`src/design/bat_pkg.sv`:
```
// shared constants and types of the bounded array table
`default_nettype none

package bat_pkg;

    localparam int CAPACITY = 1024;
    localparam int IDX_W    = $clog2(CAPACITY);
    localparam int CNT_W    = IDX_W + 1;
    localparam int DATA_W   = 32;

    typedef logic [2:0] cmd_t;
    typedef logic [1:0] status_t;

    localparam cmd_t CMD_APPEND = 3'd0;
    localparam cmd_t CMD_POP    = 3'd1;
    localparam cmd_t CMD_READ   = 3'd2;
    localparam cmd_t CMD_WRITE  = 3'd3;
    localparam cmd_t CMD_REMOVE = 3'd4;
    localparam cmd_t CMD_SEARCH = 3'd5;

    localparam status_t ST_OK     = 2'd0;
    localparam status_t ST_BOUNDS = 2'd1;
    localparam status_t ST_FULL   = 2'd2;

    // memory access issued by the sequencer in one cycle
    typedef struct packed {
        logic              we;
        logic [IDX_W-1:0]  waddr;
        logic [DATA_W-1:0] wdata;
        logic              re;
        logic [IDX_W-1:0]  raddr;
    } bat_mem_req_t;

endpackage

`default_nettype wire

```
`src/design/bat_ctrl.sv`:
```
// command sequencer: decodes a request, walks the entry memory, builds the response
`default_nettype none

module bat_ctrl
    import bat_pkg::*;
(
    input  wire logic                     clk,
    input  wire logic                     rst_n,
    input  wire logic                     in_valid,
    output logic                          in_ready,
    input  wire logic [2:0]               cmd,
    input  wire logic [IDX_W-1:0]         index,
    input  wire logic signed [DATA_W-1:0] value,
    output logic                          out_valid,
    input  wire logic                     out_ready,
    output logic signed [DATA_W-1:0]      read_data,
    output logic                          found,
    output logic [1:0]                    status,
    output logic [CNT_W-1:0]              count,
    output bat_mem_req_t                  mem_req,
    input  wire logic [DATA_W-1:0]        mem_rdata
);

    typedef enum logic [2:0] {
        S_IDLE,
        S_EXEC,
        S_RWAIT,
        S_SRCH,
        S_REMV,
        S_RESP
    } state_t;

    state_t            state_reg,      state_next;
    cmd_t              cmd_reg,        cmd_next;
    logic [IDX_W-1:0]  idx_reg,        idx_next;
    logic [DATA_W-1:0] val_reg,        val_next;
    logic [CNT_W-1:0]  count_reg,      count_next;
    logic [CNT_W-1:0]  ptr_reg,        ptr_next;
    logic [IDX_W-1:0]  wr_ptr_reg,     wr_ptr_next;
    logic              pend_reg,       pend_next;
    logic [DATA_W-1:0] res_data_reg,   res_data_next;
    logic              res_found_reg,  res_found_next;
    status_t           res_status_reg, res_status_next;
    logic              out_valid_reg,  out_valid_next;
    logic [DATA_W-1:0] out_data_reg,   out_data_next;
    logic              out_found_reg,  out_found_next;
    status_t           out_status_reg, out_status_next;
    logic [CNT_W-1:0]  out_count_reg,  out_count_next;

    logic in_range;
    logic is_full;

    assign in_range = ({1'b0, idx_reg} < count_reg);
    assign is_full  = (count_reg == CNT_W'(CAPACITY));

    // next-state and memory access logic
    always_comb
    begin
        state_next      = state_reg;
        cmd_next        = cmd_reg;
        idx_next        = idx_reg;
        val_next        = val_reg;
        count_next      = count_reg;
        ptr_next        = ptr_reg;
        wr_ptr_next     = wr_ptr_reg;
        pend_next       = pend_reg;
        res_data_next   = res_data_reg;
        res_found_next  = res_found_reg;
        res_status_next = res_status_reg;
        out_valid_next  = out_valid_reg;
        out_data_next   = out_data_reg;
        out_found_next  = out_found_reg;
        out_status_next = out_status_reg;
        out_count_next  = out_count_reg;
        mem_req         = '0;

        // response taken downstream
        if (out_valid_reg && out_ready)
        begin
            out_valid_next = 1'b0;
        end

        unique case (state_reg)
            S_IDLE:
            begin
                if (in_valid)
                begin
                    cmd_next   = cmd;
                    idx_next   = index;
                    val_next   = value;
                    state_next = S_EXEC;
                end
            end

            S_EXEC:
            begin
                res_data_next   = '0;
                res_found_next  = 1'b0;
                res_status_next = ST_OK;
                state_next      = S_RESP;
                case (cmd_reg)
                    CMD_APPEND:
                    begin
                        if (is_full)
                        begin
                            res_status_next = ST_FULL;
                        end
                        else
                        begin
                            mem_req.we    = 1'b1;
                            mem_req.waddr = count_reg[IDX_W-1:0];
                            mem_req.wdata = val_reg;
                            count_next    = count_reg + CNT_W'(1);
                        end
                    end
                    CMD_POP:
                    begin
                        if (count_reg != '0)
                        begin
                            count_next = count_reg - CNT_W'(1);
                        end
                    end
                    CMD_READ:
                    begin
                        if (!in_range)
                        begin
                            res_status_next = ST_BOUNDS;
                        end
                        else
                        begin
                            mem_req.re    = 1'b1;
                            mem_req.raddr = idx_reg;
                            state_next    = S_RWAIT;
                        end
                    end
                    CMD_WRITE:
                    begin
                        if (!in_range)
                        begin
                            res_status_next = ST_BOUNDS;
                        end
                        else
                        begin
                            mem_req.we    = 1'b1;
                            mem_req.waddr = idx_reg;
                            mem_req.wdata = val_reg;
                        end
                    end
                    CMD_REMOVE:
                    begin
                        if (!in_range)
                        begin
                            res_status_next = ST_BOUNDS;
                        end
                        else
                        begin
                            ptr_next    = {1'b0, idx_reg} + CNT_W'(1);
                            wr_ptr_next = idx_reg;
                            pend_next   = 1'b0;
                            state_next  = S_REMV;
                        end
                    end
                    CMD_SEARCH:
                    begin
                        ptr_next   = '0;
                        pend_next  = 1'b0;
                        state_next = S_SRCH;
                    end
                    default:
                    begin
                    end
                endcase
            end

            // read data returns in the cycle after the address is issued
            S_RWAIT:
            begin
                res_data_next = mem_rdata;
                state_next    = S_RESP;
            end

            // one read issued and one compare done per cycle
            S_SRCH:
            begin
                if (pend_reg && (mem_rdata == val_reg))
                begin
                    res_found_next = 1'b1;
                    pend_next      = 1'b0;
                    state_next     = S_RESP;
                end
                else if (ptr_reg < count_reg)
                begin
                    mem_req.re    = 1'b1;
                    mem_req.raddr = ptr_reg[IDX_W-1:0];
                    ptr_next      = ptr_reg + CNT_W'(1);
                    pend_next     = 1'b1;
                end
                else
                begin
                    pend_next  = 1'b0;
                    state_next = S_RESP;
                end
            end

            // read entry i+1 and write it back to i in the following cycle
            S_REMV:
            begin
                if (pend_reg)
                begin
                    mem_req.we    = 1'b1;
                    mem_req.waddr = wr_ptr_reg;
                    mem_req.wdata = mem_rdata;
                    wr_ptr_next   = wr_ptr_reg + IDX_W'(1);
                end
                if (ptr_reg < count_reg)
                begin
                    mem_req.re    = 1'b1;
                    mem_req.raddr = ptr_reg[IDX_W-1:0];
                    ptr_next      = ptr_reg + CNT_W'(1);
                    pend_next     = 1'b1;
                end
                else if (pend_reg)
                begin
                    pend_next = 1'b0;
                end
                else
                begin
                    count_next = count_reg - CNT_W'(1);
                    state_next = S_RESP;
                end
            end

            // hand the result to the output register once it is free
            S_RESP:
            begin
                if (!out_valid_reg || out_ready)
                begin
                    out_valid_next  = 1'b1;
                    out_data_next   = res_data_reg;
                    out_found_next  = res_found_reg;
                    out_status_next = res_status_reg;
                    out_count_next  = count_reg;
                    state_next      = S_IDLE;
                end
            end

            default:
            begin
                state_next = S_IDLE;
            end
        endcase
    end

    // state and registered outputs
    always_ff @(posedge clk or negedge rst_n)
    begin
        if (!rst_n)
        begin
            state_reg      <= S_IDLE;
            cmd_reg        <= CMD_APPEND;
            idx_reg        <= '0;
            val_reg        <= '0;
            count_reg      <= '0;
            ptr_reg        <= '0;
            wr_ptr_reg     <= '0;
            pend_reg       <= 1'b0;
            res_data_reg   <= '0;
            res_found_reg  <= 1'b0;
            res_status_reg <= ST_OK;
            out_valid_reg  <= 1'b0;
            out_data_reg   <= '0;
            out_found_reg  <= 1'b0;
            out_status_reg <= ST_OK;
            out_count_reg  <= '0;
        end
        else
        begin
            state_reg      <= state_next;
            cmd_reg        <= cmd_next;
            idx_reg        <= idx_next;
            val_reg        <= val_next;
            count_reg      <= count_next;
            ptr_reg        <= ptr_next;
            wr_ptr_reg     <= wr_ptr_next;
            pend_reg       <= pend_next;
            res_data_reg   <= res_data_next;
            res_found_reg  <= res_found_next;
            res_status_reg <= res_status_next;
            out_valid_reg  <= out_valid_next;
            out_data_reg   <= out_data_next;
            out_found_reg  <= out_found_next;
            out_status_reg <= out_status_next;
            out_count_reg  <= out_count_next;
        end
    end

    assign in_ready  = (state_reg == S_IDLE);
    assign out_valid = out_valid_reg;
    assign read_data = out_data_reg;
    assign found     = out_found_reg;
    assign status    = out_status_reg;
    assign count     = out_count_reg;

endmodule

`default_nettype wire

```
`config.mk`:
```
export PLATFORM = sky130hd
export DESIGN_NAME = bat_ctrl
export DESIGN_NICKNAME = d
export VERILOG_FILES = /design/src/design/bat_pkg.sv /design/src/design/bat_ctrl.sv
export SDC_FILE = /design/constraint.sdc
export NUM_CORES = 1
export LEC_CHECK = 0
export BUFFER_PORTS_ARGS = -buffer_cell sky130_fd_sc_hd__clkbuf_2
export CAP_MARGIN = 20
export CELL_PAD_IN_SITES_DETAIL_PLACEMENT = 0
export CELL_PAD_IN_SITES_GLOBAL_PLACEMENT = 1
export CORE_UTILIZATION = 30
export CTS_CLUSTER_SIZE = 10
export DETAILED_ROUTE_END_ITERATION = 6
export PLACE_DENSITY_LB_ADDON = 0.12
export SYNTH_ARGS = -nofsm -noshare
export SYNTH_HDL_FRONTEND = slang
export SYNTH_SLANG_ARGS = --single-unit
```
`constraint.sdc`:
```
create_clock -name clk -period 6.9 [get_ports clk]
set_clock_uncertainty 0.2 [all_clocks]
set_input_delay 1.035 -clock clk [delete_from_list [all_inputs] [get_ports clk]]
set_output_delay 1.035 -clock clk [all_outputs]
set_load 0.02 [all_outputs]
```
==> results of run 1 <==
==> cells in the final DEF, fill, tap and decap left out, drive strengths merged, types with 8 or more instances in the layout <==
cell / count
a22o: 89
nand3: 25
a21oi: 22
and3: 8
o41ai: 8
xnor2: 12
clkbuf: 201
dfrtp: 163
nand2: 31
nor3: 9
inv: 21
nor4: 14
ha: 24
o21ai: 22
buf: 12
nor2: 31
nand4: 11
xor2: 42
a31oi: 8
mux2: 94
o22a: 13
==> area by class of cell <==
type                    instances  area [um2]
clock inverters                12       96.34
well taps                     384       480.5
clock buffers                  20       446.7
fillers                      2907       18120
repair buffers                193       999.7
flip-flops and latches        163        4079
multi-input cells             540        4345
inverters                      16       60.06
==> critical path, cell delays in order, from the launching register on <==
cell,delay (ns)
dfrtp_1,0.56
inv_1,0.18
ha_1,0.33
a21oi_1,0.14
o21ai_0,0.12
a21oi_1,0.31
o2111a_1,0.50
o21a_2,0.76
a22o_1,0.24
clkbuf_2,0.19
==> routing by layer <==
layer	routed length (um)	vias up	share of wire [%]	global-route usage, %
met5	0	-	0	0
met3	1725	19	6.2	5.747
met1	12650	3435	45	25.16
met2	13290	184	47	31.03
met4	335	0	1.2	4.911
li1	-	3205	-	-
==> power groups by stage <==
stage	sequential, uW	clock, uW	combinational, uW
after floorplan	1800	0	1830
after global routing	1980	971	2800
after CTS	1910	940	2580
final	1910	907	2550
after global placement	1930	0	2560
after detailed placement	1920	0	2570
==> final timing paths <==
path,from,endpoint,cells after the start
min reg2reg,res_found_reg,res_found_reg,1
max reg2reg,count_reg[6],state_reg[1],8
min in group asynchronous,rst_n,idx_reg[7],1
max,count_reg[2],mem_req[18],9
max in group asynchronous,rst_n,val_reg[18],2
min,res_found_reg,res_found_reg,1
==> logic make-up after synthesis <==
group	after synthesis	share of synthesized area [%]
buffers and inverters	70	3.801
flip-flops	163	46.76
AND/OR/NAND/NOR	165	10.26
adder cells (fa/ha/maj)	24	3.442
multiplexers	97	12.48
AO/OA/AOI/OAI	200	17.84
XOR/XNOR	54	5.422
==> through the flow <==
| stage | total power [uW] | std cells | area (um2) | worst slack (ns) |
|---|---|---|---|---|
| 3_5_place_dp | 4489 | 1296 | 9965 | 2.123 |
| 2_1_floorplan | 3631 | 773 | 8723 | 3.061 |
| 4_1_cts | 5430 | 1328 | 10510 | 1.854 |
| 5_1_grt | 5758 | 1328 | 10510 | 1.597 |
| 6_report | 5363 | 1328 | 10510 | 1.873 |
| 3_3_place_gp | 4491 | 1295 | 9957 | 2.126 |
==> results.yml, run 1 <==
floorplan:
  io_pins: 183
  die_w_um: 172.5
  rows: 62
  start_util_pct: 30.47
  core_um2: 28630
  dieArea_um2: 29760
  die_y_um: 172.5
cts:
  cts_root_buf: "clkbuf_16"
  htreeDepth: 4
  cts_tree: "yes"
  post_cts_resized: 0
  clock-sinks: 163
  cts.reportedPaths.clkPinSlew_ns: 0.07
  worstSkewPairLatency_ns: 0.44
  clockBufferDepth: 2
  postCtsSetupBuffers: 0
  numCtsBuffers: 17
  hold_buffers: 0
placed_design:
  finalWeightedCongestion: 0.8081
  port_buffers: 182
  place_hpwl_mm: 19.62
yosys:
  ys_ff_latch: 163
  ys_types: 62
  ys_top_cells_by_count: "dfrtp_1, mux2_2, a22o_1"
  seq_area_frac_synth_pct: 46.76
  synth_area_um2: 8723
  netlist_instances: 773
  yosysMostFrequentCell: "dfrtp_1"
  syn-num-nets: 878
  ys.flop_type: "dfrtp_1"
  synthTopCellsByArea: "dfrtp_1, mux2_2, a22o_1"
  yosysTopAreaCell: "dfrtp_1"
  synthArstFlopShare_pct: 100.0
  synth_edf_count: 0
  yosys_warnings: 0
  syn_avg_cell_area_um2: 11.29
  synthDominantCellAreaShare_pct: 46.76
run:
  maxCapViolCount: 0
drt:
  dr.pass1.iters: 5
  drc: 0
  wl_per_cell_um: 21.08
  drt-total-wl_mm: 27.99
  vias: 6843
  ant_nets: 0
  dr.first_iter.drc_count: 448
  via_per_inst: 5.153
power:
  switching_share_pct: 45.42
  leakage_uw: 0.004918
  power.switching_uw: 2436
  intPower_uw: 2927
  pwr-share-clk_pct: 16.9
  p_seq_share_pct: 35.6
  p_per_area_nw_per_um2: 510.4
  ir_worst_vdd_mv: 0.2191
  combPwrFrac_pct: 47.5
setup_path:
  start_kind: "register"
  worstPathArrival_ns: 3.79
  crit_fanout: 33
  critPathKind: "reg -> out"
  cp.required_ns: 5.66
  ff2ff_setup_slack_ns: 3.48
  setup.worst_path.end_class: "output pin"
grt:
  antenna_found_initial: 0
  track_usage_pct: 19.28
  grt_remaining_overflow: 0
  grt_pass1_vias: 7057
  grt_start_max_net_pins: 70
  grt_pass1_wl_mm: 44.11
run_status:
  status: "finished clean"
sta:
  fin_tns_setup_ns: 0
  fin_crit_ns: 5.027
  worst_slew_pin_slew_ns: 1.054
  hold_violations: 0
  rsz0062_at_grt: "no"
  clock.fmax_ghz: 0.1989
  relSlewSlack_pct: 29.13
  setup_viol: 0
  drv_slew: 0
  period_share_pct: 72.85
  whs_ns: 0.2785
worst_hold_path:
  hold_path_class: "reg -> reg"
finish:
  n_antenna_cell: 0
  drive_above_1_share_pct: 35.81
  syn_to_final_growth_pct: 20.45
  fin_util_pct: 36.71
  nNetsFinal: 1036
No activity file was read; power rests on OpenSTA's default activity.
==> run 2: changes to the inputs <==
--- a/config.mk
+++ b/config.mk
@@ -5,6 +5,7 @@
 export SDC_FILE = /design/constraint.sdc
 export NUM_CORES = 1
 export LEC_CHECK = 0
+export ABC_AREA = 1
 export BUFFER_PORTS_ARGS = -buffer_cell sky130_fd_sc_hd__clkbuf_2
 export CAP_MARGIN = 20
 export CELL_PAD_IN_SITES_DETAIL_PLACEMENT = 0
==> constraint.sdc (replaced) <==
create_clock -name clk -period 4.2 [get_ports clk]
set_clock_uncertainty 0.2 [all_clocks]
set_input_delay 0.63 -clock clk [delete_from_list [all_inputs] [get_ports clk]]
set_output_delay 0.63 -clock clk [all_outputs]
set_load 0.02 [all_outputs]
==> results.yml, run 2 <==
yosys:
  ys.flop_type: "dfrtp_1"
  synthMuxAreaShare_pct: 0
  synthDominantCellAreaShare_pct: 43.85
  synth-compound-area-share_pct: 16.13
  synth_edf_count: 0
  ys_top_cells_by_count: "nand2_1, inv_1, dfrtp_1"
  ys_ff_latch: 163
  synthTopCellsByArea: "dfrtp_1, nand2_1, inv_1"
  synthArstFlopShare_pct: 100.0
  syn_avg_cell_area_um2: 7.587
  yosysTopAreaCell: "dfrtp_1"
  yosys.area_share.simple_pct: 24.27
  netlist_instances: 1226
  synth-adder-area-share_pct: 3.228
  synth_top_family_by_area: "simple AND/OR/NAND/NOR gates"
  yosysMostFrequentCell: "nand2_1"
  seq_area_frac_synth_pct: 43.85
  ys_types: 42
  syn-num-nets: 1331
  synth-xor-area-share_pct: 2.166
  yosys_warnings: 0
  synth_area_um2: 9301
worst_hold_path:
  hold_path_class: "in -> async"
drt:
  via_per_inst: 4.680
  drc: 0
  ant_nets: 0
  dr.first_iter.drc_count: 510
  vias: 8452
  dr.pass1.iters: 6
  wl_per_cell_um: 16.67
  drt-total-wl_mm: 30.11
setup_path:
  r2r-start: "state_reg[1]"
  startpoint: "count_reg[2]"
  crit_fanout: 16
  start_kind: "register"
  max_stage_delay_ns: 0.53
  ff2ff_setup_slack_ns: 1.31
  critPathSlowestCell: "o21ai_4"
  endpoint: "mem_req[11]"
  worstPathArrival_ns: 3.11
  cp_cell_sequence: "inv_4 > ha_1 > nand2_1 > o21ai_0 > nand2_1 > nand3_1 > nor2_4 > buf_4 > o21ai_4 > o22ai_1 > clkbuf_2"
  setup.worst_path.end_class: "output pin"
  crit_top_cell: "nand2_1"
  r2r-end: "count_reg[3]"
  rr_worst_depth: 8
  critPathKind: "reg -> out"
  cp.required_ns: 3.37
sta:
  relSlewSlack_pct: 29.01
  fin_crit_ns: 3.945
  fin_tns_setup_ns: 0
  fin_ws_ns: 0.2550
  period_share_pct: 93.93
  setup_viol: 0
  hold_violations: 0
  worst_slew_pin_slew_ns: 1.065
  clock.fmax_ghz: 0.2535
  drv_slew: 0
  rsz0062_at_grt: "no"
cts:
  numCtsBuffers: 17
  worstSkewPairLatency_ns: 0.44
  clockBufferDepth: 2
  cts_tree: "yes"
  cts.reportedPaths.clkPinSlew_ns: 0.06
  htreeDepth: 4
  clock-sinks: 163
  cts_root_buf: "clkbuf_16"
floorplan:
  io_pins: 183
  die_y_um: 178.1
  die_w_um: 178.1
  start_util_pct: 30.49
  dieArea_um2: 31710
  rows: 64
  core_um2: 30510
placed_design:
  place_hpwl_mm: 21.87
  port_buffers: 182
  pre_cts_ws_ns: 0.4935
  finalWeightedCongestion: 0.8208
power:
  ir_worst_vdd_mv: 0.3334
  p_per_area_nw_per_um2: 789.9
  leakage_uw: 0.005862
finish:
  syn_to_final_growth_pct: 20.25
  n_antenna_cell: 0
  nNetsFinal: 1504
  fillers: 3318
  layout_common_cells: "nand2_1, clkbuf_2, inv_1, dfrtp_1, nor2_1"
  drive_above_1_share_pct: 20.14
  mostFrequentLayoutCell: "nand2_1"
grt:
  grt_pass1_wl_mm: 46.86
  antenna_found_initial: 0
  track_usage_pct: 19.48
  grt_pass1_vias: 8239
  grt_start_max_net_pins: 91
  grt_remaining_overflow: 0
run:
  maxCapViolCount: 0
run_status:
  status: "finished clean"
==> run 2: changes by cell type after synthesis, moves of 15 or more <==
cell	previous run	this run
nand2_1	31	319
nor2_1	31	111
a22o_1	89	1
inv_1	16	165
o22ai_1	5	67
xor2_1	42	15
mux2_2	91	0
a21oi_1	21	61
nand4_1	11	26
nand3_1	25	47
o21ai_0	11	85
==> run 2: through the flow <==
step | hold WS, ns | instances | total power [uW] | utilization [%] | cell area (um2)
3_3_place_gp | 0.2664 | 1773 | 7299 | 34.71 | 10590
3_5_place_dp | 0.2716 | 1773 | 7304 | 34.71 | 10590
2_1_floorplan | 0.1344 | 1226 | 5940 | - | 9301
5_1_grt | 0.06244 | 1806 | 9662 | 36.66 | 11180
4_1_cts | 0.04990 | 1803 | 8893 | 36.54 | 11150
6_report | 0.01083 | 1806 | 8834 | 36.66 | 11180
==> run 2: worst max-delay path, delay by kind of cell (launching register included) <==
kind | cells | cell delay (ns)
buffers and inverters | 3 | 0.46
AO/OA/AOI/OAI | 3 | 0.93
adder cells (fa/ha/maj) | 1 | 0.30
flip-flops | 1 | 0.51
AND/OR/NAND/NOR | 4 | 0.47
==> run 2: cell families (layout without fill, tap and decap cells) <==
group	count (synthesis)	in the layout
AOI/OAI and AO/OA	254	255
adders and majority gates	24	24
and+or+nand+nor	534	534
buffers and inverters	228	411
xor gates and xnor gates	23	23
DFF	163	163
==> run 2: final cells by class <==
| cell class | instances | area [um2] | share of cell area (%) |
|---|---|---|---|
| clock buffers | 21 | 450.4 | 4.027 |
| well taps | 396 | 495.5 | 4.430 |
| flip-flops and latches | 163 | 4079 | 36.47 |
| clock inverters | 9 | 107.6 | 0.9621 |
| repair buffers | 204 | 1095 | 9.789 |
| inverters | 177 | 666.9 | 5.963 |
| multi-input cells | 836 | 4290 | 38.36 |
==> run 2: per-layer routing <==
| layer | global-route usage, % | vias up | part of all wire, % |
|---|---|---|---|
| met4 | 4.594 | 0 | 1.0 |
| met3 | 3.879 | 15 | 4.0 |
| met5 | 0 | - | 0 |
| met2 | 31.74 | 154 | 47 |
| li1 | - | 4340 | - |
| met1 | 26.37 | 3943 | 48 |
==> run 2: worst min-delay path by stage <==
stage / to / slack, ns / cells past startpoint
2_1_floorplan: cmd_reg[0] / 0.13 / 0
3_3_place_gp: read_data[23] / 0.27 / 2
3_5_place_dp: read_data[20] / 0.27 / 2
4_1_cts: val_reg[26] / 0.05 / 1
5_1_grt: val_reg[26] / 0.06 / 1
6_report: val_reg[26] / 0.01 / 1
==> run 2: timing repair <==
action / CTS / global route
hold buffers: 0 / 0
buffers inserted: 0 / 2
hold endpoints to repair: 0 / 0
gates resized for setup: 0 / 2
setup endpoints to repair: 0 / 40
==> run 2: power by group <==
part | switching [uW] | total, uW | internal, uW
clock network | 670 | 1550 | 885
registers | 480 | 2670 | 2190
logic | 3130 | 4610 | 1480
total | 4280 | 8830 | 4560
